## config.mk

```make
export PLATFORM = sky130hd
export DESIGN_NAME = bvv_axis_lane
export DESIGN_NICKNAME = d
export VERILOG_FILES = /design/src/bvv_pkg.sv /design/src/bvv_axis_lane.sv
export SDC_FILE = /design/constraint.sdc
export NUM_CORES = 2
export LEC_CHECK = 0
export BUFFER_PORTS_ARGS = -buffer_cell sky130_fd_sc_hd__buf_2
export CAP_MARGIN = 15
export CORE_ASPECT_RATIO = 0.9
export CORE_MARGIN = 2
export CORE_UTILIZATION = 64
export DETAILED_ROUTE_END_ITERATION = 8
export PLACE_DENSITY = 0.82
export SLEW_MARGIN = 40
export SYNTH_ARGS = -nofsm -noshare
export SYNTH_HDL_FRONTEND = slang
export SYNTH_SLANG_ARGS = --single-unit
```

## constraint.sdc

```tcl
create_clock -name clk -period 8.2 [get_ports clk]
set_clock_uncertainty 0.05 [all_clocks]
set_input_delay 1.23 -clock clk [delete_from_list [all_inputs] [get_ports clk]]
set_output_delay 1.23 -clock clk [all_outputs]
set_load 0.05 [all_outputs]
```

## src/bvv_pkg.sv

```systemverilog
`timescale 1ns / 1ps
`default_nettype none

package bvv_pkg;

  localparam int FIELD_W        = 24;
  localparam int HALF_W         = 23;
  localparam int RAD_W          = 24;
  localparam int COORD_BITS_DEF = 24;
  localparam int CFG_AW         = 4;
  localparam int CFG_DW         = 32;

  // register map, word index
  typedef enum logic [1:0] {
    REG_SHAPE_MODE = 2'd0,
    REG_OFFSET_X   = 2'd1,
    REG_OFFSET_Y   = 2'd2,
    REG_OFFSET_Z   = 2'd3
  } bvv_reg_t;

  typedef enum logic {
    SHAPE_BOX    = 1'b0,
    SHAPE_SPHERE = 1'b1
  } bvv_shape_t;

  localparam logic signed [FIELD_W-1:0] COORD_MAX = 24'sh7FFFFF;
  localparam logic signed [FIELD_W-1:0] COORD_MIN = 24'sh800000;

  typedef struct packed {
    logic signed [FIELD_W-1:0] pos_x;
    logic signed [FIELD_W-1:0] pos_y;
    logic signed [FIELD_W-1:0] pos_z;
    logic                      last_vertex;
  } bvv_in_t;

  typedef struct packed {
    logic signed [FIELD_W-1:0] centre_x;
    logic signed [FIELD_W-1:0] centre_y;
    logic signed [FIELD_W-1:0] centre_z;
    logic [HALF_W-1:0]         half_x;
    logic [HALF_W-1:0]         half_y;
    logic [HALF_W-1:0]         half_z;
    logic [RAD_W-1:0]          radius;
  } bvv_out_t;

endpackage

`default_nettype wire

```

## src/bvv_axis_lane.sv

```systemverilog
`timescale 1ns / 1ps
`default_nettype none

module bvv_axis_lane import bvv_pkg::*; #(
  parameter int CB = COORD_BITS_DEF
) (
  input  logic                      clk,
  input  logic                      accept,
  input  logic                      seed,
  input  logic signed [FIELD_W-1:0] pos,
  input  logic signed [FIELD_W-1:0] offset,
  output logic signed [FIELD_W-1:0] centre,
  output logic [HALF_W-1:0]         half,
  output logic [2*CB-1:0]           sq
);

  localparam int XW = ((CB > FIELD_W) ? CB : FIELD_W) + 1;
  localparam int ZW = ((CB > HALF_W) ? CB : HALF_W) + 1;
  localparam logic signed [XW-1:0] IN_HI  = {{(XW-CB+1){1'b0}}, {(CB-1){1'b1}}};
  localparam logic signed [XW-1:0] IN_LO  = ~IN_HI;
  localparam logic signed [CB:0]   SUM_HI = {2'b00, {(CB-1){1'b1}}};
  localparam logic signed [CB:0]   SUM_LO = ~SUM_HI;
  localparam logic signed [XW-1:0] OUT_HI = {{(XW-FIELD_W+1){1'b0}}, {(FIELD_W-1){1'b1}}};
  localparam logic signed [XW-1:0] OUT_LO = ~OUT_HI;
  localparam logic [ZW-1:0]        HALF_HI = {{(ZW-HALF_W){1'b0}}, {HALF_W{1'b1}}};

  // field value into the working coordinate range
  function automatic logic signed [CB-1:0] sat_in(input logic signed [FIELD_W-1:0] x);
    logic signed [XW-1:0] e;
    e = {{(XW-FIELD_W){x[FIELD_W-1]}}, x};
    if (e > IN_HI)      sat_in = IN_HI[CB-1:0];
    else if (e < IN_LO) sat_in = IN_LO[CB-1:0];
    else                sat_in = e[CB-1:0];
  endfunction

  function automatic logic signed [CB-1:0] sat_cb(input logic signed [CB:0] x);
    if (x > SUM_HI)      sat_cb = SUM_HI[CB-1:0];
    else if (x < SUM_LO) sat_cb = SUM_LO[CB-1:0];
    else                 sat_cb = x[CB-1:0];
  endfunction

  logic signed [CB-1:0] v, off_c;
  logic signed [CB-1:0] min_r, max_r, a_r, b_r;
  logic signed [CB:0]   lo_sum, hi_sum, c_sum, c_half, diff;
  logic signed [XW-1:0] c_ext;
  logic [ZW-1:0]        h_ext;
  logic [CB-1:0]        d_r;
  logic signed [FIELD_W-1:0] centre_r, centre_nxt;
  logic [HALF_W-1:0]    half_r, half_nxt;
  logic [2*CB-1:0]      sq_r;

  assign v     = sat_in(pos);
  assign off_c = sat_in(offset);

  // running bounds
  always_ff @(posedge clk) begin
    if (accept) begin
      if (seed) begin
        min_r <= v;
        max_r <= v;
      end else begin
        if (v < min_r) min_r <= v;
        if (v > max_r) max_r <= v;
      end
    end
  end

  // bounds plus offset
  assign lo_sum = $signed({min_r[CB-1], min_r}) + $signed({off_c[CB-1], off_c});
  assign hi_sum = $signed({max_r[CB-1], max_r}) + $signed({off_c[CB-1], off_c});

  always_ff @(posedge clk) begin
    a_r <= sat_cb(lo_sum);
    b_r <= sat_cb(hi_sum);
  end

  // centre and extent
  assign c_sum  = $signed({a_r[CB-1], a_r}) + $signed({b_r[CB-1], b_r});
  assign c_half = c_sum >>> 1;
  assign c_ext  = {{(XW-CB){c_half[CB-1]}}, c_half[CB-1:0]};
  assign diff   = $signed({b_r[CB-1], b_r}) - $signed({a_r[CB-1], a_r});
  assign h_ext  = {{(ZW-CB+1){1'b0}}, diff[CB-1:1]};

  always_comb begin
    if (c_ext > OUT_HI)      centre_nxt = OUT_HI[FIELD_W-1:0];
    else if (c_ext < OUT_LO) centre_nxt = OUT_LO[FIELD_W-1:0];
    else                     centre_nxt = c_ext[FIELD_W-1:0];
    if (h_ext > HALF_HI) half_nxt = HALF_HI[HALF_W-1:0];
    else                 half_nxt = h_ext[HALF_W-1:0];
  end

  always_ff @(posedge clk) begin
    centre_r <= centre_nxt;
    half_r   <= half_nxt;
    d_r      <= diff[CB-1:0];
    sq_r     <= {{CB{1'b0}}, d_r} * {{CB{1'b0}}, d_r};
  end

  assign centre = centre_r;
  assign half   = half_r;
  assign sq     = sq_r;

endmodule

`default_nettype wire

```

==> flow_summary.toml <==
[run_status]
outcome = "complete, no violations"

[floorplanning]
core_area_sq_mm = 0.0428
fp-row-count = 72
die_x_microns = 223
initial_core_util_pct = 64.6
dieArea_sq_mm = 0.0448
io_pins = 146
die_y_microns = 201

[routing]
drc = 0
ant_nets = 0
drtIter0Drc = 1517
vias = 20100
firstDrtPassIters = 6
wl_microns = 63900
post_drt_wl_per_cell_microns = 17.7
viasPerCell = 5.56

[timing]
maxSlewHeadroom_pct = 39.5
fin_setup_tns_ps = 0
finalCritPeriodShare_pct = 94.5
setup_violations = 0
layout_min_cycle_time_ps = 7750
fmax_mhz = 129
worst_pin_slew_ps = 899
final_max_slew_viol_count = 0
finalHoldViolCount = 0
rsz0062_at_grt = "false"

[critical_path]
rrSetupSlack_ps = 450
cp_max_fo = 15
worstPathRequired_ps = 8600
worst_path_most_repeated_cell = "fa_1"
cpPeakStageDelay_ps = 740
crit_path_end_kind = "register"
worstPathArrival_ps = 8150
cp-start-kind = "register"
cp_slowest_cell = "dfxtp_1"
worstSetupPathType = "register to register"
rr_worst_depth = 25

[clock_network]
cts_buffer_depth = 3
ctsResizeCount = 0
cts_buffers = 25
cts.sinks = 214
htree_levels = 1
post_cts_buffers = 0
cts_tree = "yes"
cts_root_buf = "clkbuf_16"
ctsHoldBuffers = 0
clk_latency_ps = 560
clkSlewWorstSetupHoldPaths_ps = 60

[yosys]
async_reset_ff_share_pct = 0
synth_nets = 3773
post_synth_num_cell_types = 77
synth_area_leader_cell = "fa_1"
synth_enable_flop_cells = 48
yosysSeqAreaShare_pct = 17.2
syn_inst = 2975
synth.top_cell.area_share_pct = 31.2
synth_flop_cell = "dfxtp_1"
synth_area_sq_mm = 0.0276
syn_area_per_cell_sq_um = 9.28
yosys_register_bits = 214
synth_warnings = 0
synthTopCellsByArea = "fa_1 31%, ha_1 14%, dfxtp_1 12%"

[global_routing]
grt_max_degree = 25
grt_pass1_vias = 21600
grt_pass1_wl_microns = 107000
grt-ovfl-total = 0
antenna_found_initial = 3
gr-usage-all-layers_pct = 29.7

[hold_path]
holdPathStages = 1
hp-class = "register to register"

[cells_and_area]
fin_nets = 3844
synthToLayoutAreaGrowth_pct = 7.26
drive_gt1_share_pct = 8.55
n_antenna_cell = 0

[placement]
port_buffers = 144
dpl.hpwl_microns = 53800
routabilityCongestion = 0.922

[flow_run]
drv_cap = 0
-- final cells by class --
class	instances	area, sq um
Inverter	689	2590
Clock inverter	13	126
Multi-Input combinational cell	1937	19700
Clock buffer	33	717
Tap cell	555	694
Fill cell	3205	13200
Timing Repair Buffer	179	996
Sequential cell	214	4760
-- synth_stat cells (8+ instances only) --
cell	instances
inv_1	688
fa_1	430
ha_1	317
nand2_1	209
dfxtp_1	166
a21oi_1	145
clkbuf_1	118
and2_1	115
xnor2_1	105
nor2_1	104
o21ai_0	73
a21o_1	59
edfxtp_1	48
xor2_1	40
nor3_1	32
nor2b_1	30
nand3_1	27
nand2b_1	20
o21a_1	20
o21bai_1	20
nand4_1	17
a211oi_1	16
buf_2	12
a31oi_1	11
and3_1	10
o31ai_1	9
or2_2	8
or3_1	8
-- through the flow --
| stage | setup WS (ps) | util [%] | hold WS (ps) | std cells | area, sq um |
|---|---|---|---|---|---|
| floorplan | 1110 | - | 335 | 2975 | 27600 |
| global placement | 642 | 67.3 | 521 | 3574 | 28800 |
| detailed placement | 534 | 67.3 | 534 | 3574 | 28800 |
| CTS | 523 | 69.2 | 541 | 3620 | 29600 |
| global route | 124 | 69.2 | 591 | 3620 | 29600 |
| finish | 449 | 69.2 | 544 | 3620 | 29600 |
-- path summary, 6_finish.rpt --
check | startpoint | end
max reg2reg | d_r[5]$_DFF_P_ | sq[47]$_DFF_P_
min | a_r[1]$_SDFF_PN1_ | centre[0]$_SDFF_PN1_
max | d_r[5]$_DFF_P_ | sq[47]$_DFF_P_
min reg2reg | a_r[1]$_SDFF_PN1_ | centre[0]$_SDFF_PN1_
-- flip-flops by register name, summed over array words and instances, names as in the netlist --
signal and count:
max_r 24, centre 24, b_r 24, a_r 24
sq 47, half 23, min_r 24, d_r 24
-- cells in the final DEF (no fill, tap or decap), types with 8 or more instances in the layout --
master | netlist | routed
a21o_1 | 59 | 59
nand3_1 | 27 | 27
fa_1 | 430 | 430
clkbuf_16 | 0 | 26
o21a_1 | 20 | 20
nor3_1 | 32 | 32
o31ai_1 | 9 | 9
a31oi_1 | 11 | 11
o21ai_0 | 73 | 73
nand2b_1 | 20 | 20
nor2_1 | 104 | 103
nand4_1 | 17 | 17
xor2_1 | 40 | 40
or3_1 | 8 | 8
a21oi_1 | 145 | 145
xnor2_1 | 105 | 105
edfxtp_1 | 48 | 48
buf_2 | 12 | 144
nor2b_1 | 30 | 30
and3_1 | 10 | 10
buf_4 | 1 | 34
o21bai_1 | 20 | 20
ha_1 | 317 | 317
or2_2 | 8 | 8
dfxtp_1 | 166 | 166
and2_1 | 115 | 115
nand2_1 | 209 | 209
a211oi_1 | 16 | 16
inv_1 | 688 | 688
-- metal layers --
layer | global-route usage (%) | up-vias | wire length (microns)
li1 | - | 9401 | -
met1 | 39.5 | 9845 | 27000
met2 | 50.3 | 725 | 30500
met3 | 4.57 | 151 | 4120
met4 | 9.56 | 2 | 2300
met5 | 0 | - | 7
-- critical path: cells and delay by family, from the launching register on --
kind / cells / cell delay (ps)
AO/OA/AOI/OAI: 8 / 1940
XOR/XNOR: 1 / 90
adder cells (fa/ha/maj): 8 / 3780
buffers and inverters: 6 / 570
flip-flops: 1 / 740
AND/OR/NAND/NOR: 2 / 490
-- logic make-up (layout without fill, tap and decap cells) --
logic type,count (synthesis),after routing,synth area share [%]
buf+inv,824,914,11.3
flops,214,214,17.2
xor+xnor,145,145,4.60
mux,5,5,0.190
compound gates,439,439,10.5
simple gates,594,594,10.4
other cells,1,1,0.0136
fa+ha+maj,753,753,45.7
Power is left out: the tool's default activity adds up to more than one toggle a clock period on the data nets, which glitch-free logic cannot reach.
