===== src/bvv_pkg.sv =====
`timescale 1ns / 1ps
`default_nettype none

package bvv_pkg;

  localparam int FIELD_W        = 24;
  localparam int HALF_W         = 23;
  localparam int RAD_W          = 24;
  localparam int COORD_BITS_DEF = 24;
  localparam int CFG_AW         = 4;
  localparam int CFG_DW         = 32;

  // register map, word index
  typedef enum logic [1:0] {
    REG_SHAPE_MODE = 2'd0,
    REG_OFFSET_X   = 2'd1,
    REG_OFFSET_Y   = 2'd2,
    REG_OFFSET_Z   = 2'd3
  } bvv_reg_t;

  typedef enum logic {
    SHAPE_BOX    = 1'b0,
    SHAPE_SPHERE = 1'b1
  } bvv_shape_t;

  localparam logic signed [FIELD_W-1:0] COORD_MAX = 24'sh7FFFFF;
  localparam logic signed [FIELD_W-1:0] COORD_MIN = 24'sh800000;

  typedef struct packed {
    logic signed [FIELD_W-1:0] pos_x;
    logic signed [FIELD_W-1:0] pos_y;
    logic signed [FIELD_W-1:0] pos_z;
    logic                      last_vertex;
  } bvv_in_t;

  typedef struct packed {
    logic signed [FIELD_W-1:0] centre_x;
    logic signed [FIELD_W-1:0] centre_y;
    logic signed [FIELD_W-1:0] centre_z;
    logic [HALF_W-1:0]         half_x;
    logic [HALF_W-1:0]         half_y;
    logic [HALF_W-1:0]         half_z;
    logic [RAD_W-1:0]          radius;
  } bvv_out_t;

endpackage

`default_nettype wire


===== src/bvv_isqrt.sv =====
`timescale 1ns / 1ps
`default_nettype none

module bvv_isqrt import bvv_pkg::*; #(
  parameter int CB = COORD_BITS_DEF
) (
  input  logic            clk,
  input  logic            rst_n,
  input  logic            start,
  input  logic [2*CB-1:0] n,
  output logic            done,
  output logic [CB-1:0]   root
);

  localparam int CW = $clog2(CB);
  localparam logic [CW-1:0] LAST_STEP = CW'(CB - 1);

  logic            busy_r, done_r;
  logic [CW-1:0]   cnt_r;
  logic [2*CB-1:0] n_r;
  logic [CB-1:0]   rem_r, rem_nxt;
  logic [CB-1:0]   root_r, root_nxt;
  logic [CB+1:0]   rem_sh, trial;
  logic            ge;

  // one root bit per cycle, two radicand bits brought down
  // the remainder fits CB bits up to the final step, which only needs the compare
  assign rem_sh   = {rem_r, n_r[2*CB-1 -: 2]};
  assign trial    = {root_r, 2'b01};
  assign ge       = (rem_sh >= trial);
  assign rem_nxt  = ge ? CB'(rem_sh - trial) : rem_sh[CB-1:0];
  assign root_nxt = {root_r[CB-2:0], ge};

  always_ff @(posedge clk) begin
    if (!rst_n) begin
      busy_r <= 1'b0;
      done_r <= 1'b0;
      cnt_r  <= '0;
    end else begin
      done_r <= 1'b0;
      if (start) begin
        busy_r <= 1'b1;
        cnt_r  <= '0;
      end else if (busy_r) begin
        cnt_r <= cnt_r + CW'(1);
        if (cnt_r == LAST_STEP) begin
          busy_r <= 1'b0;
          done_r <= 1'b1;
        end
      end
    end
  end

  always_ff @(posedge clk) begin
    if (start) begin
      n_r    <= n;
      rem_r  <= '0;
      root_r <= '0;
    end else if (busy_r) begin
      n_r    <= {n_r[2*CB-3:0], 2'b00};
      rem_r  <= rem_nxt;
      root_r <= root_nxt;
    end
  end

  assign done = done_r;
  assign root = root_r;

endmodule

`default_nettype wire


===== config.mk =====
export PLATFORM = sky130hd
export DESIGN_NAME = bvv_isqrt
export DESIGN_NICKNAME = d
export VERILOG_FILES = /design/src/bvv_pkg.sv /design/src/bvv_isqrt.sv
export SDC_FILE = /design/constraint.sdc
export NUM_CORES = 1
export LEC_CHECK = 0
export ABC_CLOCK_PERIOD_IN_PS = 4600
export BUFFER_PORTS_ARGS = -buffer_cell sky130_fd_sc_hd__clkbuf_2
export CAP_MARGIN = 20
export CORE_UTILIZATION = 55
export DETAILED_ROUTE_END_ITERATION = 8
export GPL_TIMING_DRIVEN = 1
export PLACE_DENSITY = 0.87
export SKIP_LAST_GASP = 1
export SLEW_MARGIN = 20
export SYNTH_ARGS = -nofsm -noshare
export SYNTH_HDL_FRONTEND = slang
export SYNTH_SLANG_ARGS = --single-unit

===== constraint.sdc =====
create_clock -name clk -period 4.6 [get_ports clk]
set_input_delay 0.69 -clock clk [delete_from_list [all_inputs] [get_ports clk]]
set_output_delay 0.69 -clock clk [all_outputs]
set_load 0.01 [all_outputs]

==> flow_metrics.env, run 1 <==
export IMPL_seq_area_frac_synth=0.452
export IMPL_clk_path_buf_depth=2
export IMPL_avgSynthCellArea_um2=10.1
export IMPL_fmax_mhz=335
export IMPL_firstDrtPassIters=5
export IMPL_die_height_um=103
export IMPL_root_buffer="clkbuf_8"
export IMPL_power_density_mw_per_mm2=408
export IMPL_place_hpwl_um=8100
export IMPL_dr_wl_met2_um=5890
export IMPL_rr_startpoint="root[7]$_SDFFE_PP0P_"
export IMPL_regToRegEndpoint="rem_r[22]$_SDFFE_PP0P_"
export IMPL_die_w_um=103
export IMPL_critPathKind="reg -> reg"
export IMPL_nNetsFinal=694
export IMPL_dr_total_vias=4433
export IMPL_gp_congestion=0.889
export IMPL_outcome="finished clean"
export IMPL_netlist_area_mm2=0.00562
export IMPL_ios=76
export IMPL_yosysTopAreaCell="edfxtp_1"
export IMPL_setup_viol=0
export IMPL_p_clk_frac=0.221
export IMPL_wl_um=12100
export IMPL_start_util=0.572
export IMPL_cap_violations=0
export IMPL_r2r_cells=7
export IMPL_post_cts_buffers=0
export IMPL_skew_ps=13.3
export IMPL_ys_ff_latch=103
export IMPL_hold_buffers=0
export IMPL_syn_nets=637
export IMPL_ys_types=50
export IMPL_dr_wl_met3_um=809
export IMPL_synthesis_yosys_warnings=0
export IMPL_regArea_mm2=0.00254
export IMPL_post_drt_wl_per_cell_um=16.0
export IMPL_grt_pass1_wl_um=19600
export IMPL_hold_path_class="reg -> reg"
export IMPL_p_sw_frac=0.362
export IMPL_synth_edf_count=48
export IMPL_final_util=0.636
export IMPL_worstMarginPinSlew_ps=1100
export IMPL_netSwitchingPower_uw=923
export IMPL_crit_path_end="rem_r[22]$_SDFFE_PP0P_"
export IMPL_synthToLayoutAreaGrowth_pct=11.1
export IMPL_antenna_cells=0
export IMPL_relSlewSlack=0.269
export IMPL_fillCellCount=820
export IMPL_hold_ws_ps=512
export IMPL_critPathArrivalTime_ps=3260
export IMPL_power_total_mw=2.55
export IMPL_cts_buffers=9
export IMPL_drt_met1_wl_um=5120
export IMPL_io_buffers=75
export IMPL_antenna_found_initial=0
export IMPL_ant_nets=0
export IMPL_synthFlopType="dfxtp_1"
export IMPL_crit_fanout=23
export IMPL_die_area_mm2=0.0106
export IMPL_leakage_nw=2.47
export IMPL_max_vdd_ir_drop_uv=219
export IMPL_synthTopCellsByArea="edfxtp_1 (26%), dfxtp_1 (20%), mux2_2 (9.2%), ha_1 (6.0%), nor2_1 (4.5%)"
export IMPL_drc_errors=0
export IMPL_critPathCaptureType="flop"
export IMPL_tns_ps=0
export IMPL_numClockSinks=103
export IMPL_p_seq_frac=0.430
export IMPL_ctsHtreeMaxLevel=3
export IMPL_clk_pin_slew_worst_paths_ps=110
export IMPL_rsz0062_at_grt="no"
export IMPL_slew_viol_final=0
export IMPL_period_minus_slack_ps=2990
export IMPL_critPathLaunch="root[7]$_SDFFE_PP0P_"
export IMPL_drive_gt1_frac=0.248
export IMPL_yosysMostFrequentCell="nor2_1"
export IMPL_async_reset_ff_frac=0
export IMPL_syn_inst=559
export IMPL_grt_pass1_vias=4226
export IMPL_cts_resized=0
export IMPL_reg2reg_slack_ps=1610
export IMPL_via_per_inst=5.88
export IMPL_synth_top_area_frac=0.256
export IMPL_cts_tree="done"
export IMPL_drt_iter0_drc=465
export IMPL_start_kind="flop"
export IMPL_grt_max_degree=97
export IMPL_maxUsedRoutingLayer="met4"
export IMPL_crit_required_ps=4880
export IMPL_p_int_mw=1.63
export IMPL_coreArea_mm2=0.00982
export IMPL_clock_latency_ps=390
export IMPL_std_cell_rows=36
export IMPL_power_frac_comb=0.349
export IMPL_hold_violations=0
export IMPL_multi_input_area_mm2=0.00282
export IMPL_finalCritPeriodShare=0.649
export IMPL_ys_top_cells_by_count="nor2_1 (68), dfxtp_1 (55), edfxtp_1 (48)"
export IMPL_grt_overflow=0
export IMPL_grtUsageTotal=0.235
## routing by layer
layer / GRT usage / vias to the layer above
met5: 0 / -
met4: 0.0921 / 0
met3: 0.0549 / 29
met2: 0.384 / 169
met1: 0.304 / 2084
li1: - / 2151
## worst min path at each step
stage | cells past startpoint | to | startpoint
finish | 2 | rem_r[11]$_SDFFE_PP0P_ | rem_r[11]$_SDFFE_PP0P_
global route | 2 | rem_r[11]$_SDFFE_PP0P_ | rem_r[11]$_SDFFE_PP0P_
CTS | 2 | rem_r[11]$_SDFFE_PP0P_ | rem_r[11]$_SDFFE_PP0P_
detailed placement | 2 | rem_r[11]$_SDFFE_PP0P_ | rem_r[11]$_SDFFE_PP0P_
global placement | 2 | rem_r[22]$_SDFFE_PP0P_ | rem_r[22]$_SDFFE_PP0P_
floorplan | 2 | rem_r[22]$_SDFFE_PP0P_ | rem_r[22]$_SDFFE_PP0P_
## worst max-delay path, cell delays in order, from the launching register on
cell      delay (ps)
dfxtp_1          380
inv_1             60
ha_1             400
nand4_1          180
nor3_1           390
a311o_1          940
o211ai_1         180
a311oi_1         350
## kinds of logic after synthesis
kind of cell | Yosys count | synth area share
flops | 103 | 0.452
fa+ha+maj | 27 | 0.0601
xor+xnor | 22 | 0.0343
mux | 70 | 0.135
compound gates | 120 | 0.146
buf+inv | 66 | 0.0483
simple gates | 151 | 0.124
## placed cells by master (no fill, tap or decap), types with 3 or more instances in the layout
| master | instances |
|---|---|
| xor2_1 | 8 |
| clkbuf_2 | 74 |
| nor2b_1 | 3 |
| inv_1 | 33 |
| a311oi_1 | 19 |
| nand2_1 | 20 |
| clkbuf_8 | 9 |
| mux2_2 | 46 |
| a31oi_1 | 5 |
| xnor2_1 | 14 |
| o21ai_0 | 13 |
| nor2_1 | 68 |
| o21ai_1 | 18 |
| nor3_1 | 5 |
| a21o_1 | 11 |
| nand3_1 | 28 |
| o211ai_1 | 5 |
| inv_8 | 3 |
| nor4_1 | 4 |
| nand4_1 | 9 |
| a211oi_1 | 5 |
| nand2b_1 | 3 |
| ha_1 | 27 |
| buf_4 | 4 |
| a31o_2 | 3 |
| dfxtp_1 | 54 |
| edfxtp_1 | 48 |
| a311oi_2 | 3 |
| mux2i_1 | 24 |
| a21oi_1 | 24 |
## final cells by class
| cell class | instances | area share |
|---|---|---|
| Clock buffer | 9 | 0.0198 |
| Inverter | 34 | 0.0204 |
| Multi-Input combinational cell | 390 | 0.451 |
| Clock inverter | 7 | 0.0104 |
| Tap cell | 133 | 0.0267 |
| Timing Repair Buffer | 78 | 0.0641 |
| Sequential cell | 103 | 0.407 |
## power groups by stage
stage	registers, mW	logic (mW)	clock network [mW]
finish	1.10	0.889	0.564
global route	1.10	0.973	0.607
CTS	1.10	0.870	0.572
detailed placement	1.12	0.862	0
global placement	1.11	0.829	0
floorplan	1.10	0.707	0
## state kept, by name (all words and copies together), names as in the netlist
| name | flops |
|---|---|
| done | 1 |
| cnt_r | 5 |
| busy_r | 1 |
| rem_r | 24 |
| root | 24 |
| n_r | 48 |
## through the flow
step	instances	cell area, um^2	setup slack, ps
2_1_floorplan	559	5620	2160
6_report	754	6240	1610
3_3_place_gp	738	6050	1900
4_1_cts	754	6240	1720
3_5_place_dp	738	6050	1810
5_1_grt	754	6240	1470
Power figures use the tool's default switching activity.
==> run 2, diff against run 1 <==
- ABC_AREA: not set -> 1
- ABC_CLOCK_PERIOD_IN_PS: 4600 -> 2740
- CORE_UTILIZATION: 55 -> 53
- clock period: 4.6 -> 2.74 ns (I/O delays scaled with it)
==> flow_metrics.env, run 2 <==
export IMPL_outcome="finished clean"
export IMPL_critPathCaptureType="flop"
export IMPL_wl_um=13200
export IMPL_die_area_mm2=0.0115
export IMPL_clk_pin_slew_worst_paths_ps=110
export IMPL_ant_nets=0
export IMPL_numClockSinks=103
export IMPL_synthFlopType="dfxtp_1"
export IMPL_worstPathCellList="inv_1, ha_1, nand2_1, inv_2, nand2_1, nand2_1, nand2_1, nand2_1, a21oi_2, nand3_2, o211ai_1, nand2_1"
export IMPL_io_buffers=75
export IMPL_grtUsageTotal=0.243
export IMPL_clock_latency_ps=390
export IMPL_power_frac_comb=0.592
export IMPL_reg2reg_slack_ps=310
export IMPL_ys_types=38
export IMPL_cap_violations=0
export IMPL_p_seq_frac=0.272
export IMPL_largest_reg_flops=48
export IMPL_r2r_cells=12
export IMPL_power_total_mw=7.17
export IMPL_relSlewSlack=0.279
export IMPL_final_util=0.611
export IMPL_drive_gt1_frac=0.137
export IMPL_start_util=0.544
export IMPL_netSwitchingPower_mw=3.56
export IMPL_hold_path_class="in -> reg"
export IMPL_syn_inst=814
export IMPL_top_register="n_r"
export IMPL_clk_path_buf_depth=2
export IMPL_nNetsFinal=962
export IMPL_firstDrtPassIters=5
export IMPL_period_minus_slack_ps=2430
export IMPL_setup_viol=0
export IMPL_avgSynthCellArea_um2=7.21
export IMPL_critPathKind="reg -> reg"
export IMPL_antenna_cells=0
export IMPL_root_buffer="clkbuf_8"
export IMPL_die_height_um=107
export IMPL_post_drt_wl_per_cell_um=12.8
export IMPL_die_w_um=107
export IMPL_cts_tree="done"
export IMPL_synth_top_area_frac=0.246
export IMPL_crit_path_max_incr_delay_ps=450
export IMPL_max_vdd_ir_drop_uv=986
export IMPL_pre_cts_ws_ps=322
export IMPL_rsz0062_at_grt="no"
export IMPL_critPathArrivalTime_ps=2700
export IMPL_holdPathEnd="busy_r$_SDFF_PN0_"
export IMPL_synthesis_yosys_warnings=0
export IMPL_path_buf_inv=2
export IMPL_fin_ws_ps=312
export IMPL_grt_pass1_wl_um=22000
export IMPL_finalCritPeriodShare=0.886
export IMPL_min_from="rst_n"
export IMPL_ys_ff_latch=103
export IMPL_grt_max_degree=49
export IMPL_ys_top_cells_by_count="nand2_1 (339), inv_1 (110), dfxtp_1 (55)"
export IMPL_place_hpwl_um=9690
export IMPL_drt_iter0_drc=310
export IMPL_dr_total_vias=5260
export IMPL_antenna_found_initial=0
export IMPL_grt_pass1_vias=4948
export IMPL_synth_edf_count=48
export IMPL_power_density_mw_per_mm2=1090
export IMPL_yosysTopAreaCell="edfxtp_1"
export IMPL_async_reset_ff_frac=0
export IMPL_start_kind="flop"
export IMPL_final_cell_mix="nand2_1 (339), inv_1 (110), clkbuf_2 (75)"
export IMPL_syn_nets=892
export IMPL_path_delay_family="simple AND/OR/NAND/NOR gates"
export IMPL_skew_ps=16.9
export IMPL_cts_buffers=9
export IMPL_leakage_nw=3.41
export IMPL_yosysMostFrequentCell="nand2_1"
export IMPL_gp_congestion=0.965
export IMPL_crit_fanout=21
export IMPL_ios=76
export IMPL_crit_required_ps=3010
export IMPL_grt_overflow=0
export IMPL_hold_buffers=0
export IMPL_seq_area_frac_synth=0.433
export IMPL_cts_resized=0
export IMPL_std_cell_rows=38
export IMPL_tns_ps=0
export IMPL_synthTopCellsByArea="edfxtp_1 (25%), nand2_1 (22%), dfxtp_1 (19%), inv_1 (7.0%), ha_1 (5.8%)"
export IMPL_regToRegEndpoint="rem_r[15]$_SDFFE_PP0P_"
export IMPL_p_clk_frac=0.136
export IMPL_hold_ws_ps=237
export IMPL_drc_errors=0
export IMPL_hold_violations=0
export IMPL_p_sw_frac=0.496
export IMPL_ctsHtreeMaxLevel=3
export IMPL_cpMostUsedCell="nand2_1"
export IMPL_slew_viol_final=0
export IMPL_crit_path_top_delay_cell="nand3_2"
export IMPL_netlist_area_mm2=0.00587
export IMPL_hold_path_depth=3
export IMPL_worstMarginPinSlew_ps=1080
export IMPL_mostFrequentLayoutCell="nand2_1"
export IMPL_fmax_mhz=412
export IMPL_via_per_inst=5.11
export IMPL_p_int_mw=3.61
export IMPL_coreArea_mm2=0.0108
export IMPL_rr_startpoint="root[10]$_SDFFE_PP0P_"
export IMPL_synthToLayoutAreaGrowth_pct=12.3
run 2: final cells by class:
type | count | area [um^2]
clock buffer | 9 | 124
clock inverter | 7 | 81.3
fill | 960 | 4200
inverter | 116 | 435
multi-input combinational | 572 | 2790
sequential | 103 | 2540
tap | 140 | 175
timing repair buffer | 82 | 440
run 2: tightest hold or removal path: cells and delay by family:
kind / cells / cell delay [ps]
buffers and inverters: 1 / 90
AO/OA/AOI/OAI: 1 / 30
AND/OR/NAND/NOR: 1 / 50
run 2: cell families (layout without fill, tap and decap cells):
| group | count (synthesis) | in the layout | share of synthesized area |
|---|---|---|---|
| buffers and inverters | 140 | 214 | 0.0925 |
| flip-flops | 103 | 103 | 0.433 |
| adder cells (fa/ha/maj) | 27 | 27 | 0.0576 |
| AND/OR/NAND/NOR | 455 | 456 | 0.324 |
| XOR/XNOR | 13 | 13 | 0.0194 |
| AO/OA/AOI/OAI | 76 | 76 | 0.0733 |
run 2: timing repair:
action                                  4_1_cts  5_1_grt
endpoints found under the hold margin         0        0
endpoints found under the setup margin        0        1
buffers inserted                              0        0
run 2: how the worst max path moves through the flow:
| stage | start | cells after the start | slack, ps | endpoint |
|---|---|---|---|---|
| floorplan | start | 4 | 650 | n_r[0]$_SDFFCE_PN0P_ |
| global placement | root[1]$_SDFFE_PP0P_ | 13 | 370 | rem_r[13]$_SDFFE_PP0P_ |
| detailed placement | root[10]$_SDFFE_PP0P_ | 13 | 320 | rem_r[13]$_SDFFE_PP0P_ |
| CTS | root[7]$_SDFFE_PP0P_ | 13 | 300 | rem_r[13]$_SDFFE_PP0P_ |
| global route | root[14]$_SDFFE_PP0P_ | 12 | 3 | rem_r[12]$_SDFFE_PP0P_ |
| finish | root[10]$_SDFFE_PP0P_ | 12 | 310 | rem_r[15]$_SDFFE_PP0P_ |
run 2: per-layer routing:
metal | global-route usage | vias to the layer above | share of wire | wire, um
met3 | 0.0523 | 29 | 0.057 | 749
met1 | 0.304 | 2347 | 0.45 | 5910
met2 | 0.412 | 169 | 0.47 | 6160
met4 | 0.0832 | 0 | 0.026 | 336
met5 | 0 | - | 0 | 0
li1 | - | 2715 | - | -
run 2: metrics by stage:
step | instances | cell area [um^2]
floorplan | 814 | 5870
global placement | 1012 | 6380
global route | 1029 | 6590
detailed placement | 1012 | 6380
CTS | 1028 | 6580
finish | 1029 | 6590
run 2: power groups by stage:
stage,clock [mW],sequential (mW),combinational (mW)
2_1_floorplan,0,1.94,3.40
3_3_place_gp,0,1.97,3.99
5_1_grt,1.06,1.96,4.78
3_5_place_dp,0,1.98,4.04
4_1_cts,0.996,1.94,4.07
6_report,0.976,1.95,4.24
==> run 3, diff against run 2 <==
- GPL_TIMING_DRIVEN: 1 -> 0
==> flow_metrics.env, run 3 (same netlist as run 2, synthesis figures left out) <==
export IMPL_outcome="complete, but fails checks"
export IMPL_violations="DRC"
export IMPL_critPathCaptureType="flop"
export IMPL_antenna_found_initial=0
export IMPL_die_area_mm2=0.0115
export IMPL_via_per_inst=5.15
export IMPL_netSwitchingPower_mw=3.61
export IMPL_dr_total_vias=5373
export IMPL_post_drt_wl_per_cell_um=12.8
export IMPL_firstDrtPassIters=8
export IMPL_io_buffers=74
export IMPL_leakage_nw=3.41
export IMPL_fmax_mhz=429
export IMPL_drt_iter0_drc=276
export IMPL_tns_ps=0
export IMPL_final_cell_mix="nand2_1 (339), inv_1 (110), clkbuf_2 (74)"
export IMPL_crit_path_top_delay_cell="nor2_1"
export IMPL_cap_violations=0
export IMPL_std_cell_rows=38
export IMPL_period_minus_slack_ps=2330
export IMPL_clk_path_buf_depth=2
export IMPL_grt_overflow=0
export IMPL_post_cts_buffers=0
export IMPL_gp_congestion=0.943
export IMPL_drc_errors=1
export IMPL_place_hpwl_um=10300
export IMPL_clk_pin_slew_worst_paths_ps=110
export IMPL_finalCritPeriodShare=0.851
export IMPL_clock_latency_ps=390
export IMPL_die_w_um=107
export IMPL_crit_fanout=57
export IMPL_critPathKind="reg -> reg"
export IMPL_hold_ws_ps=244
export IMPL_grtUsageTotal=0.245
export IMPL_cts_tree="done"
export IMPL_relSlewSlack=0.440
export IMPL_antenna_cells=0
export IMPL_wl_um=13400
export IMPL_root_buffer="clkbuf_8"
export IMPL_drive_gt1_frac=0.132
export IMPL_skew_ps=10.4
export IMPL_ios=76
export IMPL_cts_buffers=9
export IMPL_die_height_um=107
export IMPL_grt_max_degree=58
export IMPL_grt_pass1_wl_um=22300
export IMPL_synthToLayoutAreaGrowth_pct=12.8
export IMPL_start_util=0.544
export IMPL_slew_viol_final=0
export IMPL_p_seq_frac=0.264
export IMPL_hold_buffers=0
export IMPL_p_clk_frac=0.132
export IMPL_power_density_mw_per_mm2=1110
export IMPL_setup_viol=0
export IMPL_nNetsFinal=977
export IMPL_critPathArrivalTime_ps=2330
export IMPL_coreArea_mm2=0.0108
export IMPL_hold_violations=0
export IMPL_crit_required_ps=2740
export IMPL_top_register="n_r"
export IMPL_power_frac_comb=0.604
export IMPL_mostFrequentLayoutCell="nand2_1"
export IMPL_largest_reg_flops=48
export IMPL_ant_nets=0
export IMPL_max_vdd_ir_drop_uv=914
export IMPL_start_kind="flop"
export IMPL_cts_resized=0
export IMPL_numClockSinks=103
export IMPL_worstMarginPinSlew_ps=836
export IMPL_p_sw_frac=0.490
export IMPL_crit_path_max_incr_delay_ps=670
export IMPL_ctsHtreeMaxLevel=3
export IMPL_hold_path_class="in -> reg"
export IMPL_grt_pass1_vias=5124
export IMPL_p_int_mw=3.76
export IMPL_worstPathCellList="buf_2, nor2_1, inv_2, clkbuf_4"
export IMPL_rsz0062_at_grt="no"
run 3: final timing paths:
| kind | start | endpoint | slack, ps | cells past startpoint |
|---|---|---|---|---|
| max | busy_r$_SDFF_PN0_ | n_r[13]$_DFFE_PP_ | 410 | 4 |
| min | rst_n | busy_r$_SDFF_PN0_ | 240 | 3 |
| min reg2reg | rem_r[2]$_SDFFE_PP0P_ | rem_r[2]$_SDFFE_PP0P_ | 480 | 2 |
| max reg2reg | busy_r$_SDFF_PN0_ | n_r[13]$_DFFE_PP_ | 410 | 4 |
run 3: layer usage:
metal / global-route usage / up-vias / wire length (um) / part of all wire
met3: 0.0523 / 27 / 897 / 0.067
met1: 0.290 / 2413 / 5800 / 0.43
met4: 0.0802 / 0 / 259 / 0.019
met2: 0.441 / 185 / 6430 / 0.48
li1: - / 2748 / - / -
met5: 0 / - / 0 / 0
run 3: worst max-delay path, delay by kind of cell, from the launching register on:
| kind | cells | cell delay, ps |
|---|---|---|
| flops | 1 | 310 |
| buf+inv | 3 | 930 |
| simple gates | 1 | 670 |
run 3: power by group through the flow:
| stage | Sequential (mW) | Combinational [mW] | Clock, mW |
|---|---|---|---|
| after floorplan | 1.94 | 3.40 | 0 |
| after global placement | 1.97 | 4.29 | 0 |
| after global routing | 1.97 | 5.00 | 1.04 |
| after CTS | 1.94 | 4.39 | 0.988 |
| after detailed placement | 1.98 | 4.37 | 0 |
| final | 1.95 | 4.45 | 0.974 |
run 3: metrics by stage:
stage	instance area, um^2	power, mW	setup slack (ps)	util	instances
6_report	6620	7.37	407	0.613	1044
5_1_grt	6620	8.00	269	0.613	1044
4_1_cts	6620	7.32	420	0.613	1044
3_5_place_dp	6420	6.35	299	0.595	1028
3_3_place_gp	6410	6.26	-117	0.594	1028
2_1_floorplan	5870	5.34	651	-	814
run 3: layout make-up:
cell class                 count  area [um^2]
fill                         972         4180
sequential                   103         2540
buffer                        24          111
inverter                     116          435
multi-input combinational    571         2780
clock inverter                 7         76.3
clock buffer                   9          124
timing repair buffer          74          370
tap                          140          175
